===== config.mk =====
export PLATFORM = sky130hd
export DESIGN_NAME = unknown_byte_stream_classifier
export DESIGN_NICKNAME = d
export VERILOG_FILES = /design/src/rtl/ubsc_pkg.sv /design/src/rtl/unknown_byte_stream_classifier.sv /design/src/rtl/ubsc_datapath.sv /design/src/rtl/ubsc_ctrl.sv
export SDC_FILE = /design/constraint.sdc
export NUM_CORES = 1
export LEC_CHECK = 0
export BUFFER_PORTS_ARGS = -buffer_cell sky130_fd_sc_hd__clkbuf_2
export CAP_MARGIN = 20
export CELL_PAD_IN_SITES_DETAIL_PLACEMENT = 0
export CELL_PAD_IN_SITES_GLOBAL_PLACEMENT = 1
export CORE_UTILIZATION = 42
export CTS_BUF_LIST = sky130_fd_sc_hd__clkbuf_4 sky130_fd_sc_hd__clkbuf_8
export CTS_CLUSTER_DIAMETER = 30
export DETAILED_ROUTE_END_ITERATION = 8
export PLACE_DENSITY = 0.87
export SETUP_SLACK_MARGIN = 0.3
export SLEW_MARGIN = 20
export SYNTH_ARGS = -nofsm -noshare
export SYNTH_HDL_FRONTEND = slang
export SYNTH_SLANG_ARGS = --single-unit

===== constraint.sdc =====
create_clock -name clk -period 7.6 [get_ports clk]
set_input_delay 0.38 -clock clk [delete_from_list [all_inputs] [get_ports clk]]
set_output_delay 0.38 -clock clk [all_outputs]
set_load 0.02 [all_outputs]

===== src/rtl/ubsc_pkg.sv =====
// Shared types, codes and the port name table for the byte stream classifier.
// Used by every module in rtl/.
package ubsc_pkg;

  localparam int WinDepth  = 7;
  localparam int TableSize = 42;
  localparam int MaxSpan   = 6;

  localparam logic [2:0] OP_DATA   = 3'd0;
  localparam logic [2:0] OP_FLUSH  = 3'd1;
  localparam logic [2:0] OP_BADASC = 3'd2;
  localparam logic [2:0] OP_BADBIN = 3'd3;
  localparam logic [2:0] OP_CLEAR  = 3'd4;

  // Tally indexes.
  localparam logic [3:0] T_PRINT   = 4'd0;
  localparam logic [3:0] T_BIN     = 4'd1;
  localparam logic [3:0] T_LF      = 4'd2;
  localparam logic [3:0] T_CR      = 4'd3;
  localparam logic [3:0] T_OK      = 4'd4;
  localparam logic [3:0] T_PORT    = 4'd5;
  localparam logic [3:0] T_BADPORT = 4'd6;
  localparam logic [3:0] T_PBYTES  = 4'd7;
  localparam logic [3:0] T_BADASC  = 4'd8;
  localparam logic [3:0] T_BADBIN  = 4'd9;

  typedef struct packed {
    logic [2:0] op;
    logic [7:0] data_byte;
  } in_word_t;

  typedef struct packed {
    logic [31:0] printable_bytes;
    logic [31:0] binary_bytes;
    logic [31:0] line_feeds;
    logic [31:0] carriage_returns;
    logic [31:0] ok_prompts;
    logic [31:0] port_prompts;
    logic [31:0] bad_port_prompts;
    logic [31:0] port_prompt_bytes;
    logic [31:0] bad_ascii_messages;
    logic [31:0] bad_binary_messages;
    logic [2:0]  pending_bytes;
  } out_word_t;

  // Controller to datapath.
  typedef struct packed {
    logic       load;   // capture op/byte, append data byte
    logic       step;   // make one decision at window head
    logic       clear;
    logic       flush;
  } dp_cmd_t;

  // Datapath to controller.
  typedef struct packed {
    logic can_step;     // head decision is available
  } dp_sts_t;

  typedef logic [47:0] name_t;  // six bytes, byte 0 in [7:0], zero padded

  function automatic name_t name_entry(input logic [5:0] k);
    name_t n;
    n = '0;
    unique case (k)
      6'd0:  n = {16'h0, "1MOC"};
      6'd1:  n = {16'h0, "2MOC"};
      6'd2:  n = {16'h0, "3MOC"};
      6'd3:  n = {16'h0, "4MOC"};
      6'd4:  n = {16'h0, "5MOC"};
      6'd5:  n = {16'h0, "6MOC"};
      6'd6:  n = {16'h0, "7MOC"};
      6'd7:  n = {16'h0, "8MOC"};
      6'd8:  n = {16'h0, "9MOC"};
      6'd9:  n = {8'h0, "01MOC"};
      6'd10: n = {8'h0, "1MOCC"};
      6'd11: n = {8'h0, "2MOCC"};
      6'd12: n = {8'h0, "3MOCC"};
      6'd13: n = {8'h0, "4MOCC"};
      6'd14: n = {8'h0, "5MOCC"};
      6'd15: n = {8'h0, "6MOCC"};
      6'd16: n = {8'h0, "7MOCC"};
      6'd17: n = {8'h0, "8MOCC"};
      6'd18: n = {8'h0, "1MOCI"};
      6'd19: n = {8'h0, "2MOCI"};
      6'd20: n = {8'h0, "3MOCI"};
      6'd21: n = {8'h0, "4MOCI"};
      6'd22: n = {8'h0, "5MOCI"};
      6'd23: n = {8'h0, "6MOCI"};
      6'd24: n = {8'h0, "7MOCI"};
      6'd25: n = {8'h0, "1MOCS"};
      6'd26: n = {8'h0, "2MOCS"};
      6'd27: n = {8'h0, "3MOCS"};
      6'd28: n = {8'h0, "4MOCS"};
      6'd29: n = {8'h0, "1MOCN"};
      6'd30: n = {8'h0, "2MOCN"};
      6'd31: n = {8'h0, "3MOCN"};
      6'd32: n = {16'h0, "1BSU"};
      6'd33: n = {16'h0, "2BSU"};
      6'd34: n = {16'h0, "3BSU"};
      6'd35: n = {8'h0, "1MOCX"};
      6'd36: n = {8'h0, "2MOCX"};
      6'd37: n = {8'h0, "3MOCX"};
      6'd38: n = {24'h0, "KCA"};
      6'd39: n = {16'h0, "ELIF"};
      6'd40: n = {24'h0, "XUA"};
      6'd41: n = {8'h0, "1MOCW"};
      default: n = '0;
    endcase
    return n;
  endfunction

endpackage


===== src/rtl/unknown_byte_stream_classifier.sv =====
// Top level of the byte stream classifier: controller plus datapath.
// Depends on ubsc_pkg, ubsc_ctrl, ubsc_datapath.
//
//   channel | direction | payload    | handshake
//   in      | input     | in_word_t  | in_valid / in_stall
//   out     | output    | out_word_t | out_valid / out_stall
//
// A data or flush word is loaded, then the window is drained one decision per
// cycle until no decision is left, then the result is shown. Other ops load and
// show the result.
// rst is synchronous and clears the window and all tallies.
// in_stall is high while a word is in work or its result is waiting.
// The result holds while out_stall is high.
module unknown_byte_stream_classifier
  import ubsc_pkg::*;
(
  input  logic      clk,
  input  logic      rst,
  input  logic      in_valid,
  output logic      in_stall,
  input  in_word_t  in_data,
  output logic      out_valid,
  input  logic      out_stall,
  output out_word_t out_data
);

  dp_cmd_t cmd;
  dp_sts_t sts;
  logic    busy;
  logic    in_fire;
  logic    out_fire;

  assign in_stall = busy;
  assign in_fire  = in_valid && !busy;
  assign out_fire = out_valid && !out_stall;

  ubsc_ctrl u_ctrl (
    .clk, .rst, .in_fire, .in_word(in_data), .out_fire, .sts, .cmd, .busy, .out_valid
  );

  ubsc_datapath u_dp (
    .clk, .rst, .cmd, .in_word(in_data), .sts, .result(out_data)
  );

endmodule


===== src/rtl/ubsc_datapath.sv =====
// Lookahead window, head decision logic, name lookup and the ten tallies.
// Depends on ubsc_pkg.
module ubsc_datapath
  import ubsc_pkg::*;
(
  input  logic      clk,
  input  logic      rst,
  input  dp_cmd_t   cmd,
  input  in_word_t  in_word,
  output dp_sts_t   sts,
  output out_word_t result
);

  logic [7:0]  win [WinDepth];
  logic [2:0]  fill;
  logic [31:0] tally [10];

  // Head decision.
  logic [2:0]  adv;        // bytes consumed
  logic        decide;
  logic [9:0]  inc;        // one-hot-ish increments
  logic [2:0]  pb_add;
  logic [2:0]  close_d;
  logic        close_found;
  logic [47:0] name;
  logic        known;
  logic        is_plain_print;

  always_comb begin
    close_found = 1'b0;
    close_d = '0;
    for (int d = WinDepth - 1; d >= 1; d--) begin
      if (3'(d) < fill && win[d] == 8'h5D) begin
        close_found = 1'b1;
        close_d = 3'(d);
      end
    end
  end

  // Name bytes 1..close_d-1 cut at first zero.
  always_comb begin
    logic cut;
    cut = 1'b0;
    name = '0;
    for (int j = 0; j < MaxSpan - 1; j++) begin
      if (3'(j + 1) < close_d && !cut && win[j + 1] != 8'h00)
        name[j*8 +: 8] = win[j + 1];
      else
        cut = 1'b1;
    end
  end

  always_comb begin
    known = 1'b0;
    for (int k = 0; k < TableSize; k++)
      if (name != '0 && name == name_entry(6'(k))) known = 1'b1;
  end

  assign is_plain_print = (win[0] >= 8'h20) && (win[0] <= 8'h7E);

  always_comb begin
    decide = 1'b0;
    adv = 3'd1;
    inc = '0;
    pb_add = '0;
    if (fill != '0) begin
      decide = 1'b1;
      priority if (win[0] == 8'h0A) begin
        inc[T_LF] = 1'b1;
      end else if (win[0] == 8'h0D) begin
        inc[T_CR] = 1'b1;
      end else if (win[0] == 8'h3C) begin
        if (fill > 3'd2) begin
          if (win[1] == 8'h4F && win[2] == 8'h4B) begin
            inc[T_OK] = 1'b1;
            adv = 3'd3;
          end else begin
            inc[T_PRINT] = 1'b1;
          end
        end else if (cmd.flush) begin
          inc[T_PRINT] = 1'b1;
        end else begin
          decide = 1'b0;
        end
      end else if (win[0] == 8'h5B) begin
        if (close_found) begin
          if (known) begin
            inc[T_PORT] = 1'b1;
            pb_add = close_d + 3'd1;
            adv = close_d + 3'd1;
          end else begin
            inc[T_BADPORT] = 1'b1;
            inc[T_PRINT] = 1'b1;
          end
        end else if (cmd.flush || fill == 3'(WinDepth)) begin
          inc[T_PRINT] = 1'b1;
        end else begin
          decide = 1'b0;
        end
      end else if (is_plain_print) begin
        inc[T_PRINT] = 1'b1;
      end else begin
        inc[T_BIN] = 1'b1;
      end
    end
  end

  assign sts.can_step = decide;

  always_ff @(posedge clk) begin
    if (rst || cmd.clear) begin
      fill <= '0;
      for (int t = 0; t < 10; t++) tally[t] <= '0;
    end else if (cmd.load) begin
      unique case (in_word.op)
        OP_DATA: begin
          if (fill < 3'(WinDepth)) begin
            win[fill] <= in_word.data_byte;
            fill <= fill + 3'd1;
          end
        end
        OP_BADASC: tally[T_BADASC] <= tally[T_BADASC] + 32'd1;
        OP_BADBIN: tally[T_BADBIN] <= tally[T_BADBIN] + 32'd1;
        default: ;
      endcase
    end else if (cmd.step && decide) begin
      for (int t = 0; t < 8; t++)
        if (inc[t]) tally[t] <= tally[t] + 32'd1;
      if (inc[T_PORT]) tally[T_PBYTES] <= tally[T_PBYTES] + 32'(pb_add);
      for (int s = 0; s < WinDepth; s++)
        if (s + int'(adv) < WinDepth) win[s] <= win[s + int'(adv)];
      fill <= fill - adv;
    end
  end

  assign result.printable_bytes     = tally[T_PRINT];
  assign result.binary_bytes        = tally[T_BIN];
  assign result.line_feeds          = tally[T_LF];
  assign result.carriage_returns    = tally[T_CR];
  assign result.ok_prompts          = tally[T_OK];
  assign result.port_prompts        = tally[T_PORT];
  assign result.bad_port_prompts    = tally[T_BADPORT];
  assign result.port_prompt_bytes   = tally[T_PBYTES];
  assign result.bad_ascii_messages  = tally[T_BADASC];
  assign result.bad_binary_messages = tally[T_BADBIN];
  assign result.pending_bytes       = fill;

  a_fill_max: assert property (@(posedge clk) disable iff (rst)
    fill <= 3'(WinDepth)) else $error("window overfilled");
  a_adv_fits: assert property (@(posedge clk) disable iff (rst)
    (cmd.step && decide) |-> adv <= fill) else $error("advance past fill");
  a_clear: assert property (@(posedge clk) disable iff (rst)
    cmd.clear |=> fill == '0 && tally[T_PRINT] == '0) else $error("clear missed");

endmodule


===== src/rtl/ubsc_ctrl.sv =====
// Sequencer: accepts a word, drains the window one decision per cycle for a data
// or flush word, then presents the result. Depends on ubsc_pkg.
module ubsc_ctrl
  import ubsc_pkg::*;
(
  input  logic     clk,
  input  logic     rst,
  input  logic     in_fire,
  input  in_word_t in_word,
  input  logic     out_fire,
  input  dp_sts_t  sts,
  output dp_cmd_t  cmd,
  output logic     busy,
  output logic     out_valid
);

  localparam logic [1:0] S_IDLE  = 2'd0;
  localparam logic [1:0] S_DRAIN = 2'd1;
  localparam logic [1:0] S_SHOW  = 2'd2;

  logic [1:0] state, state_next;
  logic       flush;
  logic       flush_next;

  always_comb begin
    state_next = state;
    flush_next = flush;
    cmd = '0;
    cmd.flush = flush;
    unique case (state)
      S_IDLE: begin
        if (in_fire) begin
          cmd.load  = 1'b1;
          cmd.clear = (in_word.op == OP_CLEAR);
          flush_next = (in_word.op == OP_FLUSH);
          state_next = (in_word.op == OP_DATA || in_word.op == OP_FLUSH) ? S_DRAIN : S_SHOW;
        end
      end
      S_DRAIN: begin
        cmd.step = 1'b1;
        if (!sts.can_step) state_next = S_SHOW;
      end
      S_SHOW: begin
        if (out_fire) state_next = S_IDLE;
      end
      default: state_next = S_IDLE;
    endcase
  end

  always_ff @(posedge clk) begin
    if (rst) begin
      state <= S_IDLE;
      flush <= 1'b0;
    end else begin
      state <= state_next;
      flush <= flush_next;
    end
  end

  assign busy      = (state != S_IDLE);
  assign out_valid = (state == S_SHOW);

  a_no_load_busy: assert property (@(posedge clk) disable iff (rst)
    cmd.load |-> state == S_IDLE) else $error("load while busy");
  a_show_hold: assert property (@(posedge clk) disable iff (rst)
    (state == S_SHOW && !out_fire) |=> state == S_SHOW) else $error("result dropped");
  a_step_only_drain: assert property (@(posedge clk) disable iff (rst)
    cmd.step |-> !out_valid) else $error("step while showing");

endmodule


==> flow_metrics.tcl, run 1 <==
set metrics [dict create \
    grt.total_usage_pct 25.2 \
    start_kind "register" \
    slowest_delay_ns 0.61 \
    cp_data_arrival_time_ns 6.90 \
    grt_overflow_total 0 \
    hold_viol 0 \
    power_frac_clock_pct 51.9 \
    setup_ws_ns 1.24 \
    dieArea_um2 56200 \
    intPower_w 0.00460 \
    cp.required_ns 8.14 \
    totalPowerFinal_w 0.00614 \
    worst_pin_slew_ns 1.19 \
    setup_tns_ns 0 \
    routed_via_density 5.73 \
    fin_nets 2788 \
    cap_viol_max_count 0 \
    vias 20228 \
    wl_mm 72.5 \
    clk_latency_ns 0.71 \
    first_global_vias 19553 \
    critPathKind "reg2reg" \
    rsz0062_at_grt "false" \
    drt_iter0_markers 1594 \
    fin_crit_sh_pct 83.7 \
    path_clk_slew_ns 0.06 \
    drive_above_1_share_pct 22.3 \
    seq_area_frac_synth_pct 50.2 \
    comb_power_share_pct 6.4 \
    synthFlopType "edfxtp_1" \
    ir_drop_v 0.000143 \
    dp_slack_ns 1.52 \
    clock_path_buffers 3 \
    clock.fmax_ghz 0.157 \
    synth_area_per_cell_um2 9.93 \
    status "finished, final reports clean" \
    die_h_um 237 \
    seqPwrFrac_pct 41.7 \
    rows 85 \
    place_area_um2 25800 \
    slew_violations 0 \
    cpLargestDelayFamily "simple AND/OR/NAND/NOR gates" \
    mostFrequentLayoutCell "nor2_1" \
    yosysUniqueCellTypes 91 \
    cts_max_level 3 \
    synth-seq-cells 390 \
    critical-path-slowest-cell "ha_1" \
    finalSetupViolations 0 \
    critPathBufInv 1 \
    yosysWarnings 0 \
    cts_buffers 104 \
    cp_num_cells 18 \
    port_buffers 339 \
    cp-end-kind "register" \
    holdCritPathClass "in2reg" \
    grt_max_degree 62 \
    syn_inst 2338 \
    final_cell_area_um2 28400 \
    drc_errors 0 \
    clock_sinks 390 \
    dp_hpwl_mm 52.3 \
    leakagePower_nw 10.5 \
    switching_share_pct 25.1 \
    final.setup_skew_ns 0.0539 \
    antenna_found_initial 1 \
    ios 340 \
    cts_tree "yes" \
    power_switching_w 0.00154 \
    cp_max_fo 20 \
    dieWidth_um 237 \
    reg2reg_depth 18 \
    path_cells "nor2_1 -> nor4_2 -> buf_4 -> or2_2 -> a2111o_1 -> nor2_1 -> nor4_1 -> a211o_1 -> or2_2 -> and3_1 -> nor2_1 -> ha_1 -> a21oi_1 -> and2_1 -> nor2_1 -> a22o_1 -> mux4_2 -> a31oi_1" \
    ant_nets 0 \
    critPathMostFrequentCell "nor2_1" \
    gp_congestion 1.04 \
    antenna_cells 0 \
    syn2layout_area_growth_pct 22.4 \
    grt_pass1_wl_mm 111 \
    clockRootBuffer "clkbuf_8" \
    mostFrequentLayoutCells "460 x nor2_1, 384 x edfxtp_1, 339 x clkbuf_2" \
    whs_path_depth 5 \
    initial_utilization_pct 42.8 \
    whs_ns 0.203 \
    fin_crit_ns 6.36 \
    dr.pass1.iters 5 \
    synth_edf_count 384 \
    ctsResizeCount 0 \
    relSlewSlack_pct 19.6 \
    wire_per_inst_um 20.5 \
    powerDensity_nw_per_um2 216 \
    async_flop_share_pct 0 \
    core_area_um2 54200 \
    synth_area_um2 23200 \
]
==> final timing paths <==
kind,startpoint,end,slack [ns]
worst min-delay path,in_valid,u_ctrl.state[1],0.20
worst max-delay path,u_dp.fill[2],u_dp.win[2][1],1.24
worst max register to register,u_dp.fill[2],u_dp.win[2][1],1.24
worst min register to register,u_dp.tally[0][192],u_dp.tally[0][192],0.62
==> cells in the mapped netlist (25+ instances only) <==
| cell type | number | area share, % |
|---|---|---|
| nand2_1 | 200 | 3.2 |
| xor2_1 | 185 | 7.0 |
| mux2_2 | 27 | 1.3 |
| inv_1 | 49 | 0.79 |
| nand3_1 | 141 | 3.0 |
| nand4_1 | 65 | 1.8 |
| a21oi_1 | 73 | 1.6 |
| or3_1 | 28 | 0.75 |
| mux2i_1 | 46 | 2.0 |
| nor3_1 | 49 | 1.1 |
| edfxtp_1 | 384 | 50 |
| and4_1 | 25 | 0.94 |
| nor2_1 | 460 | 7.4 |
| o21ai_0 | 59 | 1.3 |
| clkbuf_1 | 67 | 1.1 |
| and3_1 | 73 | 2.0 |
| xnor2_1 | 102 | 3.8 |
==> metrics by stage <==
stage / util (%) / std cells
finish: 52.4 / 3531
global route: 52.4 / 3531
CTS: 52.2 / 3528
detailed placement: 47.6 / 3329
global placement: 47.5 / 3328
floorplan: - / 2345
==> power by group through the flow <==
stage	clock [W]	sequential [W]	combinational [W]
finish	0.00318	0.00256	0.000390
global route	0.00335	0.00257	0.000417
CTS	0.00324	0.00256	0.000387
detailed placement	0	0.00260	0.000381
global placement	0	0.00259	0.000378
floorplan	0	0.00268	0.000138
==> cell type report <==
class | instances | area [µm²]
timing repair buffer | 383 | 2090
clock inverter | 77 | 950
clock buffer | 116 | 1520
multi-input combinational | 1820 | 11100
inverter | 49 | 184
fill | 4884 | 25800
tap | 696 | 871
sequential | 390 | 11700
==> repair_timing <==
action                    in CTS  in global routing
hold buffers                   6                  0
hold endpoints to repair       3                  0
buffers inserted               0                  0
==> cells by family after synthesis <==
group | after synthesis | share of synthesized area (%)
AOI/OAI and AO/OA | 266 | 7.56
xor gates and xnor gates | 287 | 10.8
adders and majority gates | 25 | 1.41
buffers and inverters | 135 | 2.39
DFF | 390 | 50.2
muxes | 77 | 3.65
other | 1 | 0.0162
and+or+nand+nor | 1157 | 23.9
==> routing by layer <==
layer  GRT usage (%)  vias to the layer above  share of wire (%)
li1                -                     9308                  -
met1            32.1                     9718                 40
met2            39.3                      973                 45
met3            7.18                      227                9.1
met4            12.6                        2                5.0
met5               0                        -              0.014
==> sequential cells by signal, summed over array words and instances (netlist names) <==
name and cells:
u_ctrl.state 2, u_dp.tally 320, u_ctrl.flush 1, u_dp.fill 3
u_dp.win 64
==> tightest hold or removal path: cells and delay by family <==
kind / cells / cell delay, ns
buf+inv: 1 / 0.11
compound gates: 1 / 0.14
simple gates: 3 / 0.23
Power figures use the tool's default switching activity.
==> inputs of run 2 (changes only) <==
- clock period: 7.6 -> 5.8 ns (I/O delays scaled with it)
==> run 2 against run 1 <==
Sequential share of layout area decreased by 0.71 points. Power increased by 29%. Final cell count increased by 2.1%. Global-route usage increased by 0.60 points. Sequential power increased by 31%. Count of clock-buffer cells in the layout decreased by 3. Highest routed layer is now met4.
==> flow_metrics.tcl, run 2 (same netlist as run 1, synthesis figures left out) <==
set metrics [dict create \
    seq_area_um2 11700 \
    grt.total_usage_pct 25.8 \
    top_layer "met4" \
    dieArea_um2 56200 \
    status "finished, final reports clean" \
    final_cell_area_um2 28900 \
    fin_crit_ns 5.31 \
    ios 340 \
    dp_hpwl_mm 54.8 \
    largest_reg_flops 320 \
    antenna_found_initial 0 \
    dieWidth_um 237 \
    final_util_pct 53.3 \
    vias 20460 \
    dp_slack_ns -0.00669 \
    multi_input_area_um2 11200 \
    slew_violations 0 \
    mostFrequentLayoutCells "459 x nor2_1, 384 x edfxtp_1, 339 x clkbuf_2" \
    port_buffers 339 \
    drt_iter0_markers 1713 \
    setup_tns_ns 0 \
    cts_max_level 3 \
    path_clk_slew_ns 0.05 \
    worst_pin_slew_ns 1.05 \
    leakagePower_nw 10.9 \
    die_h_um 237 \
    rsz0062_at_grt "false" \
    finalSetupViolations 0 \
    holdCritPathClass "in2reg" \
    gp_congestion 1.03 \
    largest_register "u_dp.tally" \
    wl_met3_mm 6.03 \
    drive_above_1_share_pct 24.7 \
    start_kind "register" \
    core_area_um2 54200 \
    fin_crit_sh_pct 91.6 \
    clockRootBuffer "clkbuf_8" \
    syn2layout_area_growth_pct 24.5 \
    cts_buffers 103 \
    clock.fmax_ghz 0.188 \
    rows 85 \
    drc_errors 0 \
    grt_pass1_wl_mm 114 \
    final.setup_skew_ns 0.0447 \
    powerDensity_nw_per_um2 274 \
    clk_latency_ns 0.71 \
    place_area_um2 26300 \
    initial_utilization_pct 42.8 \
    cap_viol_max_count 0 \
    reg_top3 "u_dp.tally (320), u_dp.win (64), u_dp.fill (3)" \
    cp.required_ns 6.28 \
    cp_data_arrival_time_ns 5.80 \
    ir_drop_v 0.000211 \
    first_global_vias 19609 \
    nFillCells 4824 \
    setup_ws_ns 0.487 \
    cts_tree "yes" \
    grt_max_degree 65 \
    cp_max_fo 7 \
    relSlewSlack_pct 30.0 \
    mostFrequentLayoutCell "nor2_1" \
    wire_per_inst_um 20.7 \
    wl_mm 74.5 \
    dr.pass1.iters 5 \
    critPathKind "reg2reg" \
    ant_nets 0 \
    grt_overflow_total 0 \
    clock_sinks 390 \
    clock_path_buffers 3 \
    fin_nets 2859 \
    cp-end-kind "register" \
    met1_length_mm 31.3 \
    met2_length_mm 34.1 \
    hold_viol 0 \
    routed_via_density 5.68 \
]
==> run 2: cell count changes in the layout (fill, tap and decap cells not counted), sizes merged <==
cell	previous run	this run
buf	38	109
clkinv	33	48
clkinvlp	20	8
inv	54	58
bufinv	19	16
clkbuf	455	452
diode	0	1
dlygate4sd3	6	7
==> run 2: power breakdown <==
group          internal, W  leakage, nW  switching [W]  total [W]
clock network      0.00249         1.22        0.00154    0.00403
registers          0.00322         3.96       0.000140    0.00336
logic             0.000168         5.71       0.000348   0.000516
total              0.00588         10.9        0.00203    0.00791
==> run 2: cell type report <==
| class | count | area share [%] |
|---|---|---|
| sequential | 390 | 40.3 |
| multi-input combinational | 1820 | 38.8 |
| timing repair buffer | 455 | 9.00 |
| clock buffer | 113 | 5.16 |
| clock inverter | 81 | 3.06 |
| tap | 696 | 3.01 |
| inverter | 49 | 0.636 |
| antenna | 1 | 0.00866 |
==> run 2: worst paths after layout <==
check | startpoint | end | slack (ns) | cells after the start
min reg2reg | u_dp.fill[1] | u_dp.fill[1] | 0.62 | 2
max | u_dp.win[1][2] | u_dp.win[2][1] | 0.49 | 19
max reg2reg | u_dp.win[1][2] | u_dp.win[2][1] | 0.49 | 19
min | in_valid | u_ctrl.state[1] | 0.11 | 5
==> run 2: critical path, stage by stage (launching register included) <==
cell      delay [ns]
edfxtp_1        0.51
nor2_1          0.13
and4_1          0.25
or2_2           0.39
a2111o_1        0.49
nor2_1          0.15
nor4_1          0.07
a211o_1         0.26
or2_2           0.31
and3_1          0.29
nor2_4          0.26
inv_1           0.10
buf_4           0.17
ha_1            0.20
a21oi_1         0.18
and2_2          0.28
nor2_1          0.09
a22o_1          0.19
mux4_2          0.49
a31oi_2         0.29
==> run 2: repair_timing <==
item                                    CTS  global route
endpoints found under the setup margin   45            55
setup buffers                             0            11
resized for setup                         7            13
pin swaps                                 0             2
hold endpoints to repair                  3             0
hold buffers                              7             0
==> run 2: layer usage <==
metal	up-vias	global-route usage [%]
li1	9460	-
met1	9925	34.2
met2	888	40.3
met3	187	6.21
met4	0	11.2
met5	-	0
==> run 2: per-stage QoR <==
stage | power, W | hold WS, ns | cells
6_report | 0.00791 | 0.107 | 3605
2_1_floorplan | 0.00370 | 0.442 | 2345
5_1_grt | 0.00818 | 0.0879 | 3604
4_1_cts | 0.00798 | 0.0437 | 3592
3_3_place_gp | 0.00391 | 0.494 | 3390
3_5_place_dp | 0.00392 | 0.516 | 3391
==> inputs of run 3 (changes only) <==
- ABC_AREA: default -> 1
- CORE_UTILIZATION: 42 -> 40
- SLEW_MARGIN: 20 -> 10
==> run 3 against run 2 <==
Global-route usage is 0.84 points lower. Die area rose by 11%. Final cell count up 24%. Worst hold slack lost 0.0086 ns. Flip-flop and latch count is the same. Utilization decreased by 2.9 points. Worst setup slack got worse by 0.12 ns. Critical endpoint is now u_dp.tally[0][254]. Highest routed layer unchanged.
==> flow_metrics.tcl, run 3 <==
set metrics [dict create \
    first_global_vias 21887 \
    async_flop_share_pct 0 \
    clock_sinks 390 \
    seq_area_frac_synth_pct 47.4 \
    gp_congestion 0.951 \
    ios 340 \
    intPower_w 0.00568 \
    switching_share_pct 26.1 \
    post-synth-top-count-cell "nand2_1" \
    slew_violations 0 \
    reg_top3 "u_dp.tally (320), u_dp.win (64), u_dp.fill (3)" \
    cp-end-kind "register" \
    rsz0062_at_grt "true" \
    hold_viol 0 \
    critPathBufInv 9 \
    rows 90 \
    mostFrequentLayoutCells "636 x nand2_1, 431 x inv_1, 400 x nor2_1" \
    dieWidth_um 250 \
    cp_max_fo 6 \
    seqPwrFrac_pct 43.5 \
    antenna_found_initial 1 \
    drt_iter0_markers 1978 \
    ys_top_cells_by_area "edfxtp_1 47%, nand2_1 9.9%, inv_1 6.8%" \
    synth_edf_count 384 \
    slowest_delay_ns 0.37 \
    relSlewSlack_pct 32.0 \
    synth_top_area_share_pct 46.9 \
    final_cell_area_um2 30500 \
    r2r_setup_slack_ns 0.36 \
    holdCritPathClass "in2reg" \
    synth_area_per_cell_um2 7.97 \
    core_area_um2 60500 \
    worst_pin_slew_ns 1.02 \
    clk_latency_ns 0.71 \
    ir_drop_v 0.000198 \
    power_frac_clock_pct 49.2 \
    place_area_um2 27600 \
    wire_per_inst_um 17.9 \
    syn2layout_area_growth_pct 24.1 \
    synth-seq-cells 390 \
    drc_errors 0 \
    fin_crit_ns 5.44 \
    clockRootBuffer "clkbuf_8" \
    setup_tns_ns 0 \
    critical-path-slowest-cell "dfxtp_4" \
    largest_reg_flops 320 \
    cts_max_level 3 \
    comb_power_share_pct 7.3 \
    synth_area_leader_cell "edfxtp_1" \
    syn_inst 3083 \
    cpLargestDelayFamily "simple AND/OR/NAND/NOR gates" \
    fin_nets 3642 \
    clock.fmax_ghz 0.184 \
    cap_viol_max_count 0 \
    clock_path_buffers 3 \
    status "finished, final reports clean" \
    grt_overflow_total 0 \
    mostFrequentLayoutCell "nand2_1" \
    cts_tree "yes" \
    cp_data_arrival_time_ns 5.87 \
    critPathKind "reg2reg" \
    power_switching_w 0.00201 \
    initial_utilization_pct 40.6 \
    cts_buffers 105 \
    vias 23361 \
    leakagePower_nw 13.1 \
    start_kind "register" \
    grt_pass1_wl_mm 123 \
    finalSetupViolations 0 \
    dp_hpwl_mm 60.3 \
    largest_register "u_dp.tally" \
    port_buffers 339 \
    final.setup_skew_ns 0.0451 \
    ant_nets 0 \
    synthFlopType "edfxtp_1" \
    grt.total_usage_pct 25.0 \
    drive_above_1_share_pct 22.1 \
    yosysWarnings 0 \
    die_h_um 250 \
    synth.top_cells.by_count "647 x nand2_1, 444 x inv_1, 423 x nor2_1" \
    powerDensity_nw_per_um2 252 \
    synth_area_um2 24600 \
    dr.pass1.iters 5 \
    dieArea_um2 62400 \
    nFillCells 5868 \
    grt_max_degree 65 \
    yosysUniqueCellTypes 64 \
    fin_crit_sh_pct 93.7 \
    critPathMostFrequentCell "nand2_1" \
    wl_mm 79.9 \
    path_clk_slew_ns 0.06 \
    routed_via_density 5.23 \
    cp.required_ns 6.23 \
]
-- run 3: cell types whose count changed in the layout (fill, tap and decap cells not counted), sizes merged, moves of 41 or more --
cell   delta
nand2   +472
inv     +404
xor2    -146
nand3   +109
a21oi    +99
xnor2    -80
nor3b    +71
nor3     +64
and3     -57
mux2i    -46
o21ai    +41
-- run 3: worst min-delay path, cell delays in order --
cell	delay (ns)
clkbuf_2	0.10
o21ai_0	0.12
o21ai_0	0.17
nand2_1	0.06
inv_1	0.04
-- run 3: logic make-up (layout without fill, tap and decap cells) --
family | after synthesis | count (layout) | synth area share (%)
and+or+nand+nor | 1714 | 1714 | 32.2
adders and majority gates | 25 | 25 | 1.33
DFF | 390 | 390 | 47.4
xor gates and xnor gates | 61 | 61 | 2.18
AOI/OAI and AO/OA | 362 | 362 | 8.33
other | 1 | 10 | 0.0153
buffers and inverters | 530 | 1126 | 8.53
-- run 3: power by group through the flow --
stage | clock network [W] | logic [W] | registers (W)
after global routing | 0.00400 | 0.000605 | 0.00336
final | 0.00379 | 0.000562 | 0.00334
after CTS | 0.00385 | 0.000558 | 0.00334
after global placement | 0 | 0.000555 | 0.00339
after floorplan | 0 | 0.000198 | 0.00350
after detailed placement | 0 | 0.000553 | 0.00339
-- run 3: stage by stage --
stage / total power (W) / util (%) / instances / setup slack, ns / hold WS (ns)
finish: 0.00769 / 50.4 / 4470 / 0.364 / 0.0988
CTS: 0.00775 / 49.5 / 4426 / 0.335 / 0.0310
global route: 0.00796 / 50.4 / 4470 / -0.104 / 0.135
global placement: 0.00394 / 45.6 / 4226 / 0.210 / 0.526
detailed placement: 0.00395 / 45.6 / 4226 / 0.0269 / 0.538
floorplan: 0.00370 / - / 3090 / 0.731 / 0.362
-- run 3: per-layer routing --
| layer | part of all wire [%] | track usage, % | wire length, µm |
|---|---|---|---|
| met1 | 43 | 33.0 | 34400 |
| met2 | 44 | 38.7 | 35500 |
| met3 | 8.4 | 6.08 | 6750 |
| met4 | 4.0 | 11.3 | 3170 |
| met5 | 0 | 0 | 0 |
-- run 3: layout make-up --
class | instances | area (µm²) | area share (%)
Antenna cell | 2 | 5.00 | 0.0164
Clock buffer | 122 | 1570 | 5.16
Clock inverter | 69 | 672 | 2.20
Inverter | 462 | 1740 | 5.70
Multi-Input combinational cell | 2170 | 11100 | 36.5
Sequential cell | 390 | 11700 | 38.2
Tap cell | 782 | 978 | 3.21
Timing Repair Buffer | 473 | 2740 | 8.97
-- run 3: path summary, 6_finish.rpt --
kind,end,depth (start not counted),from
max,u_dp.tally[0][254],46,u_dp.fill[1]
min,u_ctrl.state[0],5,in_valid
max reg2reg,u_dp.tally[0][254],46,u_dp.fill[1]
min reg2reg,u_ctrl.state[1],3,u_ctrl.state[1]
-- run 3: timing repair --
action	in CTS	in global routing
gates resized for setup	10	79
pin swaps	2	34
hold buffers	5	0
buffers inserted	4	42
endpoints found under the hold margin	3	0
setup endpoints to repair	7	27
